--- config.mk ---
export PLATFORM = sky130hd
export DESIGN_NAME = osvg_mul
export DESIGN_NICKNAME = d
export VERILOG_FILES = /design/src/rtl/osvg_pkg.sv /design/src/rtl/osvg_mul.sv
export SDC_FILE = /design/constraint.sdc
export NUM_CORES = 2
export LEC_CHECK = 0
export BUFFER_PORTS_ARGS = -buffer_cell sky130_fd_sc_hd__buf_2
export CORE_ASPECT_RATIO = 1.5
export CORE_UTILIZATION = 45
export CTS_CLUSTER_DIAMETER = 50
export DETAILED_ROUTE_END_ITERATION = 8
export GPL_TIMING_DRIVEN = 1
export SYNTH_ARGS = -nofsm -noshare
export SYNTH_HDL_FRONTEND = slang
export SYNTH_SLANG_ARGS = --single-unit
export TNS_END_PERCENT = 20
--- constraint.sdc ---
create_clock -name clk_i -period 26.9 [get_ports clk_i]
set_input_delay 4.035 -clock clk_i [delete_from_list [all_inputs] [get_ports clk_i]]
set_output_delay 4.035 -clock clk_i [all_outputs]
set_load 0.02 [all_outputs]
--- src/rtl/osvg_pkg.sv ---
// Package for the ordered split variance gain scorer.
// Holds datapath widths, state machine types and the request and response
// structs shared by the top level, the multiplier and the divider.
package osvg_pkg;

  localparam int unsigned MAX_OBS_DEF = 64;

  localparam int unsigned VAL_W    = 16;
  localparam int unsigned WT_W     = 8;
  localparam int unsigned MB_W     = 7;
  localparam int unsigned GOOD_W   = 17;
  localparam int unsigned POS_W    = 6;
  localparam int unsigned WY_W     = 24;
  localparam int unsigned WYY_W    = 40;
  localparam int unsigned W_W      = 14;
  localparam int unsigned S_W      = 30;
  localparam int unsigned Q_W      = 46;
  localparam int unsigned C_W      = 58;
  localparam int unsigned P_W      = 44;
  localparam int unsigned D_W      = 46;
  localparam int unsigned A_W      = 44;
  localparam int unsigned WLR_W    = 28;
  localparam int unsigned MCAND_W  = 58;
  localparam int unsigned MPLIER_W = 48;
  localparam int unsigned CHUNK_W  = 16;
  localparam int unsigned PROD_W   = 88;
  localparam int unsigned DEN_W    = 84;
  localparam int unsigned REM_W    = 85;
  localparam int unsigned DCNT_W   = 5;

  localparam logic [GOOD_W-1:0] Q16_ONE = 17'h10000;

  typedef enum logic [3:0] {
    ST_IDLE,
    ST_LOAD,
    ST_SQUARE,
    ST_MUL_GO,
    ST_MUL_WAIT,
    ST_READ,
    ST_ACC,
    ST_CHECK,
    ST_DIV_WAIT,
    ST_OUT
  } state_e;

  typedef enum logic [2:0] {
    MS_WQ,
    MS_S2,
    MS_P1,
    MS_P2,
    MS_SQ,
    MS_WLR,
    MS_DEN
  } mstep_e;

  typedef struct packed {
    logic                start;
    logic [MCAND_W-1:0]  mcand;
    logic [MPLIER_W-1:0] mplier;
  } mul_req_t;

  typedef struct packed {
    logic              done;
    logic [PROD_W-1:0] product;
  } mul_rsp_t;

  typedef struct packed {
    logic              start;
    logic [PROD_W-1:0] num;
    logic [DEN_W-1:0]  den;
  } div_req_t;

  typedef struct packed {
    logic              done;
    logic [GOOD_W-1:0] quot;
  } div_rsp_t;

  function automatic logic [S_W-1:0] abs_s(input logic signed [S_W-1:0] v);
    logic signed [S_W-1:0] n;
    n = -v;
    return v[S_W-1] ? S_W'(n) : S_W'(v);
  endfunction

endpackage

--- src/rtl/osvg_mul.sv ---
// Shared multiplier that works through the multiplier operand sixteen bits
// per cycle and accumulates the partial products. Uses osvg_pkg.
module osvg_mul (
  input  logic              clk_i,
  input  logic              rst_ni,
  input  osvg_pkg::mul_req_t req_i,
  output osvg_pkg::mul_rsp_t rsp_o
);

  logic busy_q, busy_d;
  logic done_q, done_d;
  logic [1:0] idx_q, idx_d;
  logic [osvg_pkg::MCAND_W-1:0] mcand_q, mcand_d;
  logic [osvg_pkg::MPLIER_W-1:0] mpl_q, mpl_d;
  logic [osvg_pkg::PROD_W-1:0] acc_q, acc_d;
  logic [osvg_pkg::MCAND_W+osvg_pkg::CHUNK_W-1:0] pp;
  logic [osvg_pkg::PROD_W-1:0] pp_sh;
  logic [osvg_pkg::MPLIER_W-1:0] mpl_next;

  always_comb begin
    pp = {{osvg_pkg::CHUNK_W{1'b0}}, mcand_q} *
         {{osvg_pkg::MCAND_W{1'b0}}, mpl_q[osvg_pkg::CHUNK_W-1:0]};
    pp_sh = osvg_pkg::PROD_W'(pp) << {idx_q, 4'b0000};
    mpl_next = mpl_q >> osvg_pkg::CHUNK_W;
  end

  always_comb begin
    busy_d  = busy_q;
    done_d  = 1'b0;
    idx_d   = idx_q;
    mcand_d = mcand_q;
    mpl_d   = mpl_q;
    acc_d   = acc_q;
    if (req_i.start) begin
      busy_d  = 1'b1;
      idx_d   = 2'd0;
      mcand_d = req_i.mcand;
      mpl_d   = req_i.mplier;
      acc_d   = '0;
    end else if (busy_q) begin
      acc_d = acc_q + pp_sh;
      mpl_d = mpl_next;
      idx_d = idx_q + 2'd1;
      if (mpl_next == '0) begin
        busy_d = 1'b0;
        done_d = 1'b1;
      end
    end
  end

  always_ff @(posedge clk_i or negedge rst_ni) begin
    if (!rst_ni) begin
      busy_q <= 1'b0;
      done_q <= 1'b0;
      idx_q  <= 2'd0;
    end else begin
      busy_q <= busy_d;
      done_q <= done_d;
      idx_q  <= idx_d;
    end
  end

  always_ff @(posedge clk_i) begin
    mcand_q <= mcand_d;
    mpl_q   <= mpl_d;
    acc_q   <= acc_d;
  end

  assign rsp_o.done    = done_q;
  assign rsp_o.product = acc_q;

endmodule

Word-level counts from Yosys, hierarchy flattened
Cells that the tools add are included.
{"block": "totals", "ff_bits": 198, "inputBits": 109, "out_inout_bits": 89, "elab_cells": 22}
{"block": "classes", "n_addsub": 2, "multipliers": 1, "shifts": 1, "n_mux": 10, "reduce_logical": 2}
{"cell": "$mux W48", "count": 2}
{"cell": "$add A88 B88 Y88", "count": 1}
{"cell": "$shl A74 B6 Y88", "count": 1}
{"cell": "$mul A58 B16 Y74", "count": 1}
{"cell": "$logic_not A48 Y1", "count": 1}
{"cell": "$mux W1", "count": 6}
{"cell": "$mux W2", "count": 2}
{"cell": "$add A2 B1 Y2 const B", "count": 1}
{"cell": "$reduce_bool A2 Y1", "count": 1}

Depth between registers and ports, before layout
{"block": "logic_depth", "depth_word": 4, "mapped_depth": 40, "depth_no_buf": 37}

Worst setup path after synthesis
No wires, ideal clock.
{"block": "synth_path", "path_type": "register -> register", "start": "register mpl_q[1] (netlist name)", "end": "register acc_q[84] (netlist name)", "setup_time_ns": 0.071, "t_arrival_ns": 9.542, "required_time_ns": 26.829, "setup_slack_ns": 17.287, "path_stages_with_launch": 41, "n_path_buf": 4, "period_less_slack_ns": 9.613, "cell_sequence": "edfxtp_1 clkbuf_1 clkbuf_1 nand2_1 fa_1 inv_1 fa_1 inv_1 fa_1 inv_1 fa_1 fa_1 inv_1 fa_1 inv_1 ha_1 buf_4 nand4_2 [5 not listed] xor2_1 nor2_1 a21oi_1 nor2_1 a21oi_1 ha_1 clkbuf_1 nand2_1 nor2_1 nand2_1 or4_1 or4_1 a31oi_1 o21bai_1 o21a_1 o31ai_1 mux2i_1 o2bb2ai_1"}
{"block": "synth_between", "elab_chain_len": 3}
{"item": "start: declaration", "line_no": "osvg_mul.sv:14", "rtl": "logic [osvg_pkg::MPLIER_W-1:0] mpl_q, mpl_d;"}
{"item": "start signal: assignment", "line_no": "osvg_mul.sv:65", "rtl": "mpl_q <= mpl_d;"}
{"item": "$mul A58 B16 Y74", "line_no": "osvg_mul.sv:21", "rtl": "pp = {{osvg_pkg::CHUNK_W{1'b0}}, mcand_q} *"}
{"item": "$shl A74 B6 Y88", "line_no": "osvg_mul.sv:23", "rtl": "pp_sh = osvg_pkg::PROD_W'(pp) << {idx_q, 4'b0000};"}
{"item": "$add A88 B88 Y88", "line_no": "osvg_mul.sv:41", "rtl": "acc_d = acc_q + pp_sh;"}
{"item": "end signal: assignment", "line_no": "osvg_mul.sv:66", "rtl": "acc_q <= acc_d;"}
{"item": "end: declaration", "line_no": "osvg_mul.sv:15", "rtl": "logic [osvg_pkg::PROD_W-1:0] acc_q, acc_d;"}
No other way between the ends.
A chain may end at the register's enable or synchronous reset.

Worst setup path in the final report
{"block": "layout_path", "start": "register mpl_q[10] (netlist name)", "end": "register acc_q[82] (netlist name)"}
The elaborated chain is that of the path after synthesis.

==> out/metrics.yaml <==
outcome:
  status: "finished, final reports clean"
synth:
  syn_inst: 4987
  async_flop_share_pct: 2.020
  syn_avg_cell_area_um2: 8.529
  synth_cell_types: 75
  yosysSeqAreaShare_pct: 11.86
  synth_area_mm2: 0.04253
  synth_edf_count: 106
  yosys_register_bits: 198
  synthFlopType: "edfxtp_1"
  yosysWarnings: 0
  synth_fp_nets: 6114
timing:
  slew_violations: 0
  worst_pin_slew_ns: 1.013
  rsz0062_at_grt: "no"
  max_slew_margin_pct: 32.37
  clock.fmax_mhz: 87.26
  finalSetupViolCount: 0
  tns_ns: 0
  layout_worst_path_cycle_share_pct: 42.60
  fin_crit_ns: 11.46
  hold_violations: 0
  skew_ns: 0.02201
worst_setup_path:
  cp_slowest_cell: "buf_4"
  cpPeakStageDelay_ns: 0.62
  cp-end-kind: "flop"
  cp-start-kind: "flop"
  crit_fanout: 57
  r2r_setup_slack_ns: 15.44
  critPathKind: "reg2reg"
  cp.arrival_ns: 11.87
  cp_common_cell: "fa_1"
  cp.required_ns: 27.31
placement:
  dp_hpwl_mm: 108.1
  gp_congestion: 0.9682
  dp.cells: 6183
  io_buffers: 197
cells_and_area:
  layout_commonest_cell: "inv_1"
  final_cell_mix: "900 x inv_1, 865 x nand2_1, 783 x fa_1, 310 x and2_1, 235 x ha_1"
  finalNetCount: 6078
  drive_gt1_share_pct: 6.809
  syn_to_final_growth_pct: 5.495
  diodes: 0
  fin_cells: 6215
clock_network:
  htreeDepth: 4
  hold_buffers: 0
  clock_latency_ns: 0.57
  tritoncts: "done"
  cts_resized: 0
  clock_path_buffers: 2
  cts_made_buffers: 17
  post-cts-setup-buffers: 0
  cts.reportedPaths.clkPinSlew_ns: 0.09
  cts.sinks: 198
  cts_root_buffer: "clkbuf_16"
route:
  wl_mm: 132.4
  wl_per_cell_um: 21.30
  ant_nets: 0
  drc: 0
  vias: 34142
  vias_per_cell: 5.493
  drt_first_pass_iters: 5
  drt_iter0_markers: 1861
floorplanning:
  initial_core_util_pct: 45.61
  core_area_mm2: 0.09325
  rows: 137
  die_h_um: 378.5
  die-area_mm2: 0.09578
  die_w_um: 253.0
  ios: 198
global_routing:
  grt_max_degree: 59
  grt_overflow: 0
  grt_first_pass_wirelength_mm: 209.9
  track_usage_pct: 29.06
  first_global_vias: 36586
  antenna_found_initial: 0
run:
  max-cap-violations: 0
hold_path:
  hp-class: "reg2reg"
## worst paths after layout
| kind | endpoint | startpoint | cells after the start |
|---|---|---|---|
| worst max-delay path | acc_q[82] | mpl_q[10] | 35 |
| max in group asynchronous | busy_q | rst_ni | 1 |
| worst min register to register | acc_q[80] | acc_q[80] | 2 |
| worst min-delay path | acc_q[80] | acc_q[80] | 2 |
| min in group asynchronous | idx_q[1] | rst_ni | 1 |
| worst max register to register | acc_q[82] | mpl_q[10] | 35 |
## critical path: cells and delay by family (launching register included)
family | cells | cell delay (ns)
flops | 1 | 0.34
buf+inv | 4 | 0.77
simple gates | 11 | 2.94
fa+ha+maj | 8 | 3.88
xor+xnor | 2 | 0.48
compound gates | 10 | 2.76
## sequential cells by signal, summed over array words and instances (netlist names)
| signal | cells |
|---|---|
| acc_q | 88 |
| done_q | 1 |
| mcand_q | 58 |
| idx_q | 2 |
| busy_q | 1 |
| mpl_q | 48 |
## layout make-up
| type | instances | area [um2] |
|---|---|---|
| Timing Repair Buffer | 239 | 1305 |
| Tap cell | 1251 | 1565 |
| Clock buffer | 18 | 429.2 |
| Clock inverter | 14 | 170.2 |
| Sequential cell | 198 | 5047 |
| Multi-Input combinational cell | 3592 | 32970 |
| Inverter | 903 | 3390 |
| Fill cell | 9307 | 48380 |
## cells by family after synthesis
kind of cell / Yosys count / synth area share, %
adder cells (fa/ha/maj): 1018 / 43.77
flip-flops: 198 / 11.86
buffers and inverters: 1197 / 10.65
AO/OA/AOI/OAI: 725 / 10.76
AND/OR/NAND/NOR: 1589 / 17.03
multiplexers: 112 / 2.877
XOR/XNOR: 148 / 3.048
## through the flow
stage,setup WS [ns],hold WS [ns],utilization (%),cell area (um2)
finish,15.44,0.4964,48.12,44870
global route,14.87,0.5258,48.12,44870
CTS,15.52,0.5006,48.12,44870
detailed placement,15.58,0.4822,47.48,44270
global placement,14.61,0.4735,47.47,44270
floorplan,17.29,0.5068,-,42530
## cell usage after synthesis (all sizes together) (5+ instances only)
cell,n,area [um2]
a211o,6,52.55
or3,6,37.54
or4,5,37.54
xor2,64,560.5
a21o,122,915.9
nor4,17,106.4
a21oi,232,1161
xnor2,84,735.7
a211oi,16,125.1
edfxtp,106,3183
a31o,7,61.31
ha,235,2940
o21a,12,90.09
nor2b,14,87.58
clkbuf,267,1002
a21boi,14,105.1
dfxtp,88,1762
o31ai,10,75.07
fa,783,15680
a22o,5,43.79
o21ai,146,730.7
mux2i,66,660.6
o21bai,43,322.8
buf,27,138.9
a221oi,6,52.55
a31oi,21,131.4
o221ai,14,122.6
and3,12,75.07
nor2,205,769.5
nand2b,21,131.4
and4,6,52.55
nor3,24,120.1
nand4,62,400.4
o211ai,14,105.1
and2,310,1939
a2111oi,5,43.79
mux2,42,473.0
nand3,30,150.1
o22ai,14,87.58
nand2,865,3247
inv,902,3386
## layer usage
metal	track usage, %	wire [um]
met1	32.82	48990
met5	0	0
met4	15.65	7489
met3	3.616	6177
met2	52.87	69750
Power is left out: the tool's default activity adds up to more than one toggle a clock period on the data nets, which glitch-free logic cannot reach.
