## config.mk

```make
export PLATFORM = sky130hd
export DESIGN_NAME = osvg_div
export DESIGN_NICKNAME = d
export VERILOG_FILES = /design/src/rtl/osvg_pkg.sv /design/src/rtl/osvg_div.sv
export SDC_FILE = /design/constraint.sdc
export NUM_CORES = 1
export LEC_CHECK = 0
export BUFFER_PORTS_ARGS = -buffer_cell sky130_fd_sc_hd__clkbuf_2
export CAP_MARGIN = 20
export CORE_MARGIN = 2
export CORE_UTILIZATION = 26
export CTS_CLUSTER_DIAMETER = 60
export DETAILED_ROUTE_END_ITERATION = 10
export HOLD_SLACK_MARGIN = 0.08
export PLACE_DENSITY = 0.43
export SYNTH_ARGS = -nofsm -noshare
export SYNTH_HDL_FRONTEND = slang
export SYNTH_SLANG_ARGS = --single-unit
```

## constraint.sdc

```tcl
create_clock -name clk_i -period 3.6 [get_ports clk_i]
set_input_delay 0.72 -clock clk_i [delete_from_list [all_inputs] [get_ports clk_i]]
set_output_delay 0.72 -clock clk_i [all_outputs]
set_load 0.03 [all_outputs]
```

## src/rtl/osvg_pkg.sv

```systemverilog
// Package for the ordered split variance gain scorer.
// Holds datapath widths, state machine types and the request and response
// structs shared by the top level, the multiplier and the divider.
package osvg_pkg;

  localparam int unsigned MAX_OBS_DEF = 64;

  localparam int unsigned VAL_W    = 16;
  localparam int unsigned WT_W     = 8;
  localparam int unsigned MB_W     = 7;
  localparam int unsigned GOOD_W   = 17;
  localparam int unsigned POS_W    = 6;
  localparam int unsigned WY_W     = 24;
  localparam int unsigned WYY_W    = 40;
  localparam int unsigned W_W      = 14;
  localparam int unsigned S_W      = 30;
  localparam int unsigned Q_W      = 46;
  localparam int unsigned C_W      = 58;
  localparam int unsigned P_W      = 44;
  localparam int unsigned D_W      = 46;
  localparam int unsigned A_W      = 44;
  localparam int unsigned WLR_W    = 28;
  localparam int unsigned MCAND_W  = 58;
  localparam int unsigned MPLIER_W = 48;
  localparam int unsigned CHUNK_W  = 16;
  localparam int unsigned PROD_W   = 88;
  localparam int unsigned DEN_W    = 84;
  localparam int unsigned REM_W    = 85;
  localparam int unsigned DCNT_W   = 5;

  localparam logic [GOOD_W-1:0] Q16_ONE = 17'h10000;

  typedef enum logic [3:0] {
    ST_IDLE,
    ST_LOAD,
    ST_SQUARE,
    ST_MUL_GO,
    ST_MUL_WAIT,
    ST_READ,
    ST_ACC,
    ST_CHECK,
    ST_DIV_WAIT,
    ST_OUT
  } state_e;

  typedef enum logic [2:0] {
    MS_WQ,
    MS_S2,
    MS_P1,
    MS_P2,
    MS_SQ,
    MS_WLR,
    MS_DEN
  } mstep_e;

  typedef struct packed {
    logic                start;
    logic [MCAND_W-1:0]  mcand;
    logic [MPLIER_W-1:0] mplier;
  } mul_req_t;

  typedef struct packed {
    logic              done;
    logic [PROD_W-1:0] product;
  } mul_rsp_t;

  typedef struct packed {
    logic              start;
    logic [PROD_W-1:0] num;
    logic [DEN_W-1:0]  den;
  } div_req_t;

  typedef struct packed {
    logic              done;
    logic [GOOD_W-1:0] quot;
  } div_rsp_t;

  function automatic logic [S_W-1:0] abs_s(input logic signed [S_W-1:0] v);
    logic signed [S_W-1:0] n;
    n = -v;
    return v[S_W-1] ? S_W'(n) : S_W'(v);
  endfunction

endpackage

```

## src/rtl/osvg_div.sv

```systemverilog
// Restoring divider that forms a Q1.16 ratio one quotient bit per cycle,
// clamped to one. Uses osvg_pkg.
module osvg_div (
  input  logic              clk_i,
  input  logic              rst_ni,
  input  osvg_pkg::div_req_t req_i,
  output osvg_pkg::div_rsp_t rsp_o
);

  logic busy_q, busy_d;
  logic done_q, done_d;
  logic [osvg_pkg::DCNT_W-1:0] cnt_q, cnt_d;
  logic [osvg_pkg::REM_W-1:0] r_q, r_d;
  logic [osvg_pkg::DEN_W-1:0] den_q, den_d;
  logic [osvg_pkg::GOOD_W-1:0] quo_q, quo_d;
  logic over;
  logic ge;
  logic [osvg_pkg::REM_W-1:0] rsel;

  always_comb begin
    over = req_i.num >= osvg_pkg::PROD_W'({req_i.den, 1'b0});
    ge   = r_q >= osvg_pkg::REM_W'(den_q);
    rsel = ge ? (r_q - osvg_pkg::REM_W'(den_q)) : r_q;
  end

  always_comb begin
    busy_d = busy_q;
    done_d = 1'b0;
    cnt_d  = cnt_q;
    r_d    = r_q;
    den_d  = den_q;
    quo_d  = quo_q;
    if (req_i.start) begin
      if (over) begin
        quo_d  = osvg_pkg::Q16_ONE;
        done_d = 1'b1;
      end else begin
        busy_d = 1'b1;
        cnt_d  = osvg_pkg::DCNT_W'(osvg_pkg::GOOD_W);
        r_d    = osvg_pkg::REM_W'(req_i.num);
        den_d  = req_i.den;
        quo_d  = '0;
      end
    end else if (busy_q) begin
      r_d   = {rsel[osvg_pkg::REM_W-2:0], 1'b0};
      quo_d = {quo_q[osvg_pkg::GOOD_W-2:0], ge};
      cnt_d = cnt_q - 1'b1;
      if (cnt_q == osvg_pkg::DCNT_W'(1)) begin
        busy_d = 1'b0;
        done_d = 1'b1;
      end
    end
  end

  always_ff @(posedge clk_i or negedge rst_ni) begin
    if (!rst_ni) begin
      busy_q <= 1'b0;
      done_q <= 1'b0;
      cnt_q  <= '0;
    end else begin
      busy_q <= busy_d;
      done_q <= done_d;
      cnt_q  <= cnt_d;
    end
  end

  always_ff @(posedge clk_i) begin
    r_q   <= r_d;
    den_q <= den_d;
    quo_q <= quo_d;
  end

  assign rsp_o.done = done_q;
  assign rsp_o.quot = (quo_q > osvg_pkg::Q16_ONE) ? osvg_pkg::Q16_ONE : quo_q;

endmodule

```

Yosys cells after proc, flatten, opt, wreduce, memory -nomap -nowiden
Cells that the tools add are included.
{"block": "op_classes", "add_sub_neg": 2, "magnitude_cmp": 3, "n_eq_ne": 2, "muxes": 19, "bitwise_logic": 1, "reduce_logical": 3}
{"operator": "$mux W85", "n": 3}
{"operator": "$ge A88 B85 Y1", "n": 1}
{"operator": "$ge A85 B84 Y1", "n": 1}
{"operator": "$mux W84", "n": 1}
{"operator": "$sub A84 B84 Y84", "n": 1}
{"operator": "$mux W17", "n": 4}
{"operator": "$gt A17 B17 Y1 const B", "n": 1}
{"operator": "$mux W5", "n": 3}
{"operator": "$mux W1", "n": 8}
{"operator": "$eq A5 B1 Y1 const B", "n": 1}
{"operator": "$sub A5 B1 Y5 const B", "n": 1}
{"operator": "$reduce_and A2 Y1", "n": 2}
{"operator": "$ne A2 B2 Y1 const B", "n": 1}
{"operator": "$reduce_bool A2 Y1", "n": 1}
{"operator": "$not A1 Y1", "n": 1}
{"block": "word_totals", "ff_bits": 193, "word_cells": 36}

Longest topological paths before layout
{"block": "logic_depth", "word_depth": 4, "depth_mapped": 16, "mapped_depth_nobuf": 14}

Worst setup path after synthesis
Ideal clock, no wire load.
{"block": "synth_timing", "kind": "input to register", "startpoint": "input req_i[40] (netlist name)", "endpoint": "register r_q[0] (netlist name), enable pin", "setup_ns": 0.454, "arrival_ns": 8.581, "required_time_ns": 3.146, "setup_slack_ns": -5.435, "cell_stages": 12, "path_buffers": 0, "cell_sequence": "inv_1 ha_1 a21o_1 a21o_1 a21o_1 a21o_1 a21o_1 a211o_1 a221oi_1 o21ai_1 a311oi_2 nand2b_1"}
{"block": "synth_via", "elab_chain_len": 3}
{"item": "start, declared", "line_no": "osvg_div.sv:6", "source": "input osvg_pkg::div_req_t req_i,"}
{"item": "$ge A88 B85 Y1", "line_no": "osvg_div.sv:21", "source": "over = req_i.num >= osvg_pkg::PROD_W'({req_i.den, 1'b0});"}
{"item": "$ne A2 B2 Y1 (no source line)"}
{"item": "$reduce_and A2 Y1 (no source line)"}
{"item": "end signal, assigned", "line_no": "osvg_div.sv:68", "source": "r_q <= r_d;"}
{"item": "end, declared", "line_no": "osvg_div.sv:13", "source": "logic [osvg_pkg::REM_W-1:0] r_q, r_d;"}
Every way passes these cells.
A chain may end at the register's enable or synchronous reset.

Final worst setup path
{"block": "layout_timing", "startpoint": "register den_q[0] (netlist name)", "endpoint": "register r_q[69] (netlist name) (data pin)"}
{"block": "layout_via", "elab_chain_len": 4, "elab_cells_between_ends": 5}
{"item": "start, declared", "line_no": "osvg_div.sv:14", "source": "logic [osvg_pkg::DEN_W-1:0] den_q, den_d;"}
{"item": "start signal, assigned", "line_no": "osvg_div.sv:69", "source": "den_q <= den_d;"}
{"item": "$sub A84 B84 Y84 / $ge A85 B84 Y1 (equally long branches)", "line_no": "osvg_div.sv:23, osvg_div.sv:22"}
{"item": "$mux W84 (*)", "line_no": "osvg_div.sv:23", "source": "rsel = ge ? (r_q - osvg_pkg::REM_W'(den_q)) : r_q;"}
{"item": "$mux W85 (*)", "line_no": "osvg_div.sv:44", "source": "end else if (busy_q) begin"}
{"item": "$mux W85 (*)", "line_no": "osvg_div.sv:33", "source": "if (req_i.start) begin"}
{"item": "net r_d, one bit", "line_no": "osvg_div.sv:13"}
The timed path passes the listed nets; every way through them passes the cells marked *. The select of a mux whose other input is x is not followed.

==> results.md <==
- Outcome: complete, but fails checks
- Failing checks: setup timing
- Post-Layout Inst Area: 21900 sq um
- Pin count of the biggest net entering global routing: 68
- Cell Chain, Critical Path: ha_2, inv_2, fa_2, a21o_1, a221oi_4, o211a_1, nor4b_4, o2111a_2, buf_6, o21a_4, o21ai_2, buf_6, buf_4, a211oi_4, o2111a_1, a211oi_2
- DP HPWL: 45.0 mm
- Asr flop ratio synth: 3.63%
- Initial DRC count: 892
- Seq pwr share: 41.0%
- Grt ovf: 0
- Post-route worst setup slack: -0.0258 ns
- Met1 global-route usage: 23.3%
- Hold Crit Class: primary input to flop
- GR peak layer: met2
- Sw frac: 31.9%
- DP Area: 20500 sq um
- Post-synth EDFFs: 186
- Pwr Total: 6.50 mW
- Max-slew violations: 0
- Final setup vio count: 3
- Most frequent cells in the layout: buf_4 (353), inv_1 (194), nand2_1 (191), clkbuf_2 (191), edfxtp_1 (186)
- Number of global-route vias before repair: 15400
- Wire length per cell: 18.2 um
- DRT Pass-1 Iters: 5
- Final worst path period share: 101%
- Clk Latency, worst-skew pair: 0.52 ns
- Remaining antenna violation count after routing: 0
- Clk buf depth: 2
- Largest cells by area after synthesis: edfxtp_1 (35%), ha_1 (13%), inv_1 (4.8%), nand2_1 (4.5%), a21oi_1 (4.5%)
- Chip height: 252 um
- Met3 Usage GRT: 3.27%
- RePlAce Congestion: 0.855
- CP arrival: 3.98 ns
- Synthesized instance count: 1815
- Combinational power share: 28.9%
- Vias: 15200
- Worst Skew: 0.0166 ns
- CTS sink count: 193
- Startpoint Class: flop
- Commonest non-fill, non-tap cell in the layout: buf_4
- Clk pin slew, worst setup/hold paths: 0.08 ns
- Placeable Area: 60600 sq um
- Flop and latch count out of synthesis: 193
- R2r setup slk: -0.03 ns
- Hold slack: 0.394 ns
- Total track usage: 17.6%
- Psw: 2.07 mW
- Reg-to-reg endpoint: r_q[69]$_DFFE_PP_
- Worst setup EP type: flop
- H-Tree Depth: 4
- Slew HR: 47.4%
- Root Driver: clkbuf_16
- YS warnings: 0
- Slowest CP cell: edfxtp_1
- I/O pins: 193
- Area growth syn-to-layout: 37.4%
- Max_cap viols: 0
- Hold Violations, Final: 0
- Pint: 4.43 mW
- Number of CTS-inserted buffers: 17
- Syn nets: 2161
- CP dominant cell by count: buf_6
- Die width: 252 um
- DIE AREA: 63400 sq um
- R2r worst-path depth: 16
- CP required: 3.95 ns
- Non-filler cells, final: 3118
- Via density: 4.88
- Worst Hold Launch: req_i[58]
- Largest stage delay, worst path: 0.42 ns
- Rows: 90
- First-pass GRT wire length: 86.1 mm
- Post-synthesis cell area: 16000 sq um
- Reg2reg start: den_q[0]$_DFFE_PP_
- Post-layout min period: 3.63 ns
- CP Class: flop to flop
- Worst slew pin tran: 0.789 ns
- Seq/Total Area, Yosys: 36.1%
- Fin util: 36.2%
- Setup TNS: -0.0298 ns
- Pre-CTS WS: -0.541 ns
- DRC violation count after routing: 0
- Synth unique cells: 77
- Antenna violations before repair: 4
- Largest delay share family, worst path: compound AO/OA/AOI/OAI gates
- Worst-path maximum fanout: 4
- Worst hold stages: 1
- Synthesized area per cell: 8.80 sq um
- Hold EP: den_q[58]$_DFFE_PP_
- Post-synth top area cell: edfxtp_1
- Fill count: 6356
- DP Cell Count: 3064
- Post-synth top area share: 35.0%
- Layout cell share with drive strength beyond 1: 31.6%
- PwrDens: 296 nW/um^2
- WL final: 56.9 mm
- Clk pwr share: 30.1%
- Synth Flop Type: edfxtp_1
- CP bufs+invs: 4
- Peak supply drop: 441 uV
- RSZ-0062 raised after global routing: yes
- Final net count: 2668
- Leakage: 10.1 nW
- F_max: 276 MHz
- GR Util met2: 29.5%
- CTS tree: yes
- Initial Util: 26.4%
- Port Buffers: 192
[sequential cells by signal (all words and copies together), names as in the netlist]
name	cells
cnt_q	5
den_q	84
done_q	1
quo_q	17
r_q	85
busy_q	1
[worst max-delay path by stage]
stage                                    start              endpoint  depth (start not counted)
after floorplan                      req_i[93]  r_q[0]$_SDFFCE_PN0P_                         11
after global placement              req_i[109]   quo_q[16]$_DFFE_PP_                         14
after detailed placement            req_i[109]   quo_q[16]$_DFFE_PP_                         14
after CTS                 r_q[0]$_SDFFCE_PN0P_     r_q[83]$_DFFE_PP_                         15
after global routing      r_q[0]$_SDFFCE_PN0P_     r_q[61]$_DFFE_PP_                         16
final                       den_q[0]$_DFFE_PP_     r_q[69]$_DFFE_PP_                         16
[synth_stat cells (all sizes together) (8+ instances only)]
cell type / n
inv: 205
nand2: 193
edfxtp: 186
ha: 170
a21oi: 145
nor2: 134
a21o: 91
o21ai: 77
a31oi: 64
nand4: 52
xnor2: 46
clkbuf: 41
buf: 40
nor2b: 39
nor3: 29
o21bai: 27
xor2: 25
nand3: 18
and3: 16
nor4: 15
a211oi: 14
o21a: 14
nand2b: 13
a21boi: 10
or2: 10
a221oi: 9
or3: 9
a221o: 8
o31ai: 8
[layer usage]
layer / wire length (um) / vias to the layer above
li1: - / 7593
met1: 26900 / 7301
met2: 26700 / 257
met3: 2210 / 45
met4: 957 / 6
met5: 30 / -
[worst reg2reg max path, cell delays in order (launching register included)]
cell and delay (ns):
edfxtp_1 0.42, ha_2 0.21, inv_2 0.04, fa_2 0.39, a21o_1 0.23, a221oi_4 0.27
o211a_1 0.28, nor4b_4 0.08, o2111a_2 0.30, buf_6 0.13, o21a_4 0.20, o21ai_2 0.14
buf_6 0.13, buf_4 0.12, a211oi_4 0.06, o2111a_1 0.29, a211oi_2 0.15
[power groups by stage]
stage / registers, mW / clock network (mW) / logic, mW
2_1_floorplan: 2.69 / 0 / 1.01
3_3_place_gp: 2.71 / 0 / 1.77
3_5_place_dp: 2.71 / 0 / 1.78
4_1_cts: 2.66 / 2.03 / 1.82
5_1_grt: 2.68 / 2.09 / 2.08
6_report: 2.66 / 1.96 / 1.88
[area by class of cell]
type                    instances  area (sq um)  share of cell area, %
inverters                     205           782                   3.56
well taps                     782           978                   4.46
clock inverters                15           133                  0.604
clock buffers                  17           425                   1.94
flip-flops and latches        193          5760                   26.3
multi-input cells            1337          9820                   44.8
diodes                          1          2.50                 0.0114
repair buffers                568          4040                   18.4
[cell families (layout without fill, tap and decap cells)]
family                   after synthesis  in the layout  share of synthesized area, %
AO/OA/AOI/OAI                        531            531                          22.0
XOR/XNOR                              71             71                          3.89
adder cells (fa/ha/maj)              171            171                          13.4
buffers and inverters                286            805                          7.27
flip-flops                           193            193                          36.1
multiplexers                           5              5                         0.321
other                                  0              1                             0
AND/OR/NAND/NOR                      558            559                          17.0
[what timing repair did]
| item | CTS | global route |
|---|---|---|
| hold buffers | 1 | 0 |
| resized for setup | 31 | 96 |
| endpoints found under the setup margin | 65 | 250 |
| cloned | 0 | 4 |
| setup buffers | 4 | 15 |
| pin swaps | 10 | 48 |
| endpoints found under the hold margin | 7 | 0 |
Note: power is estimated with default switching activity, not from simulation.
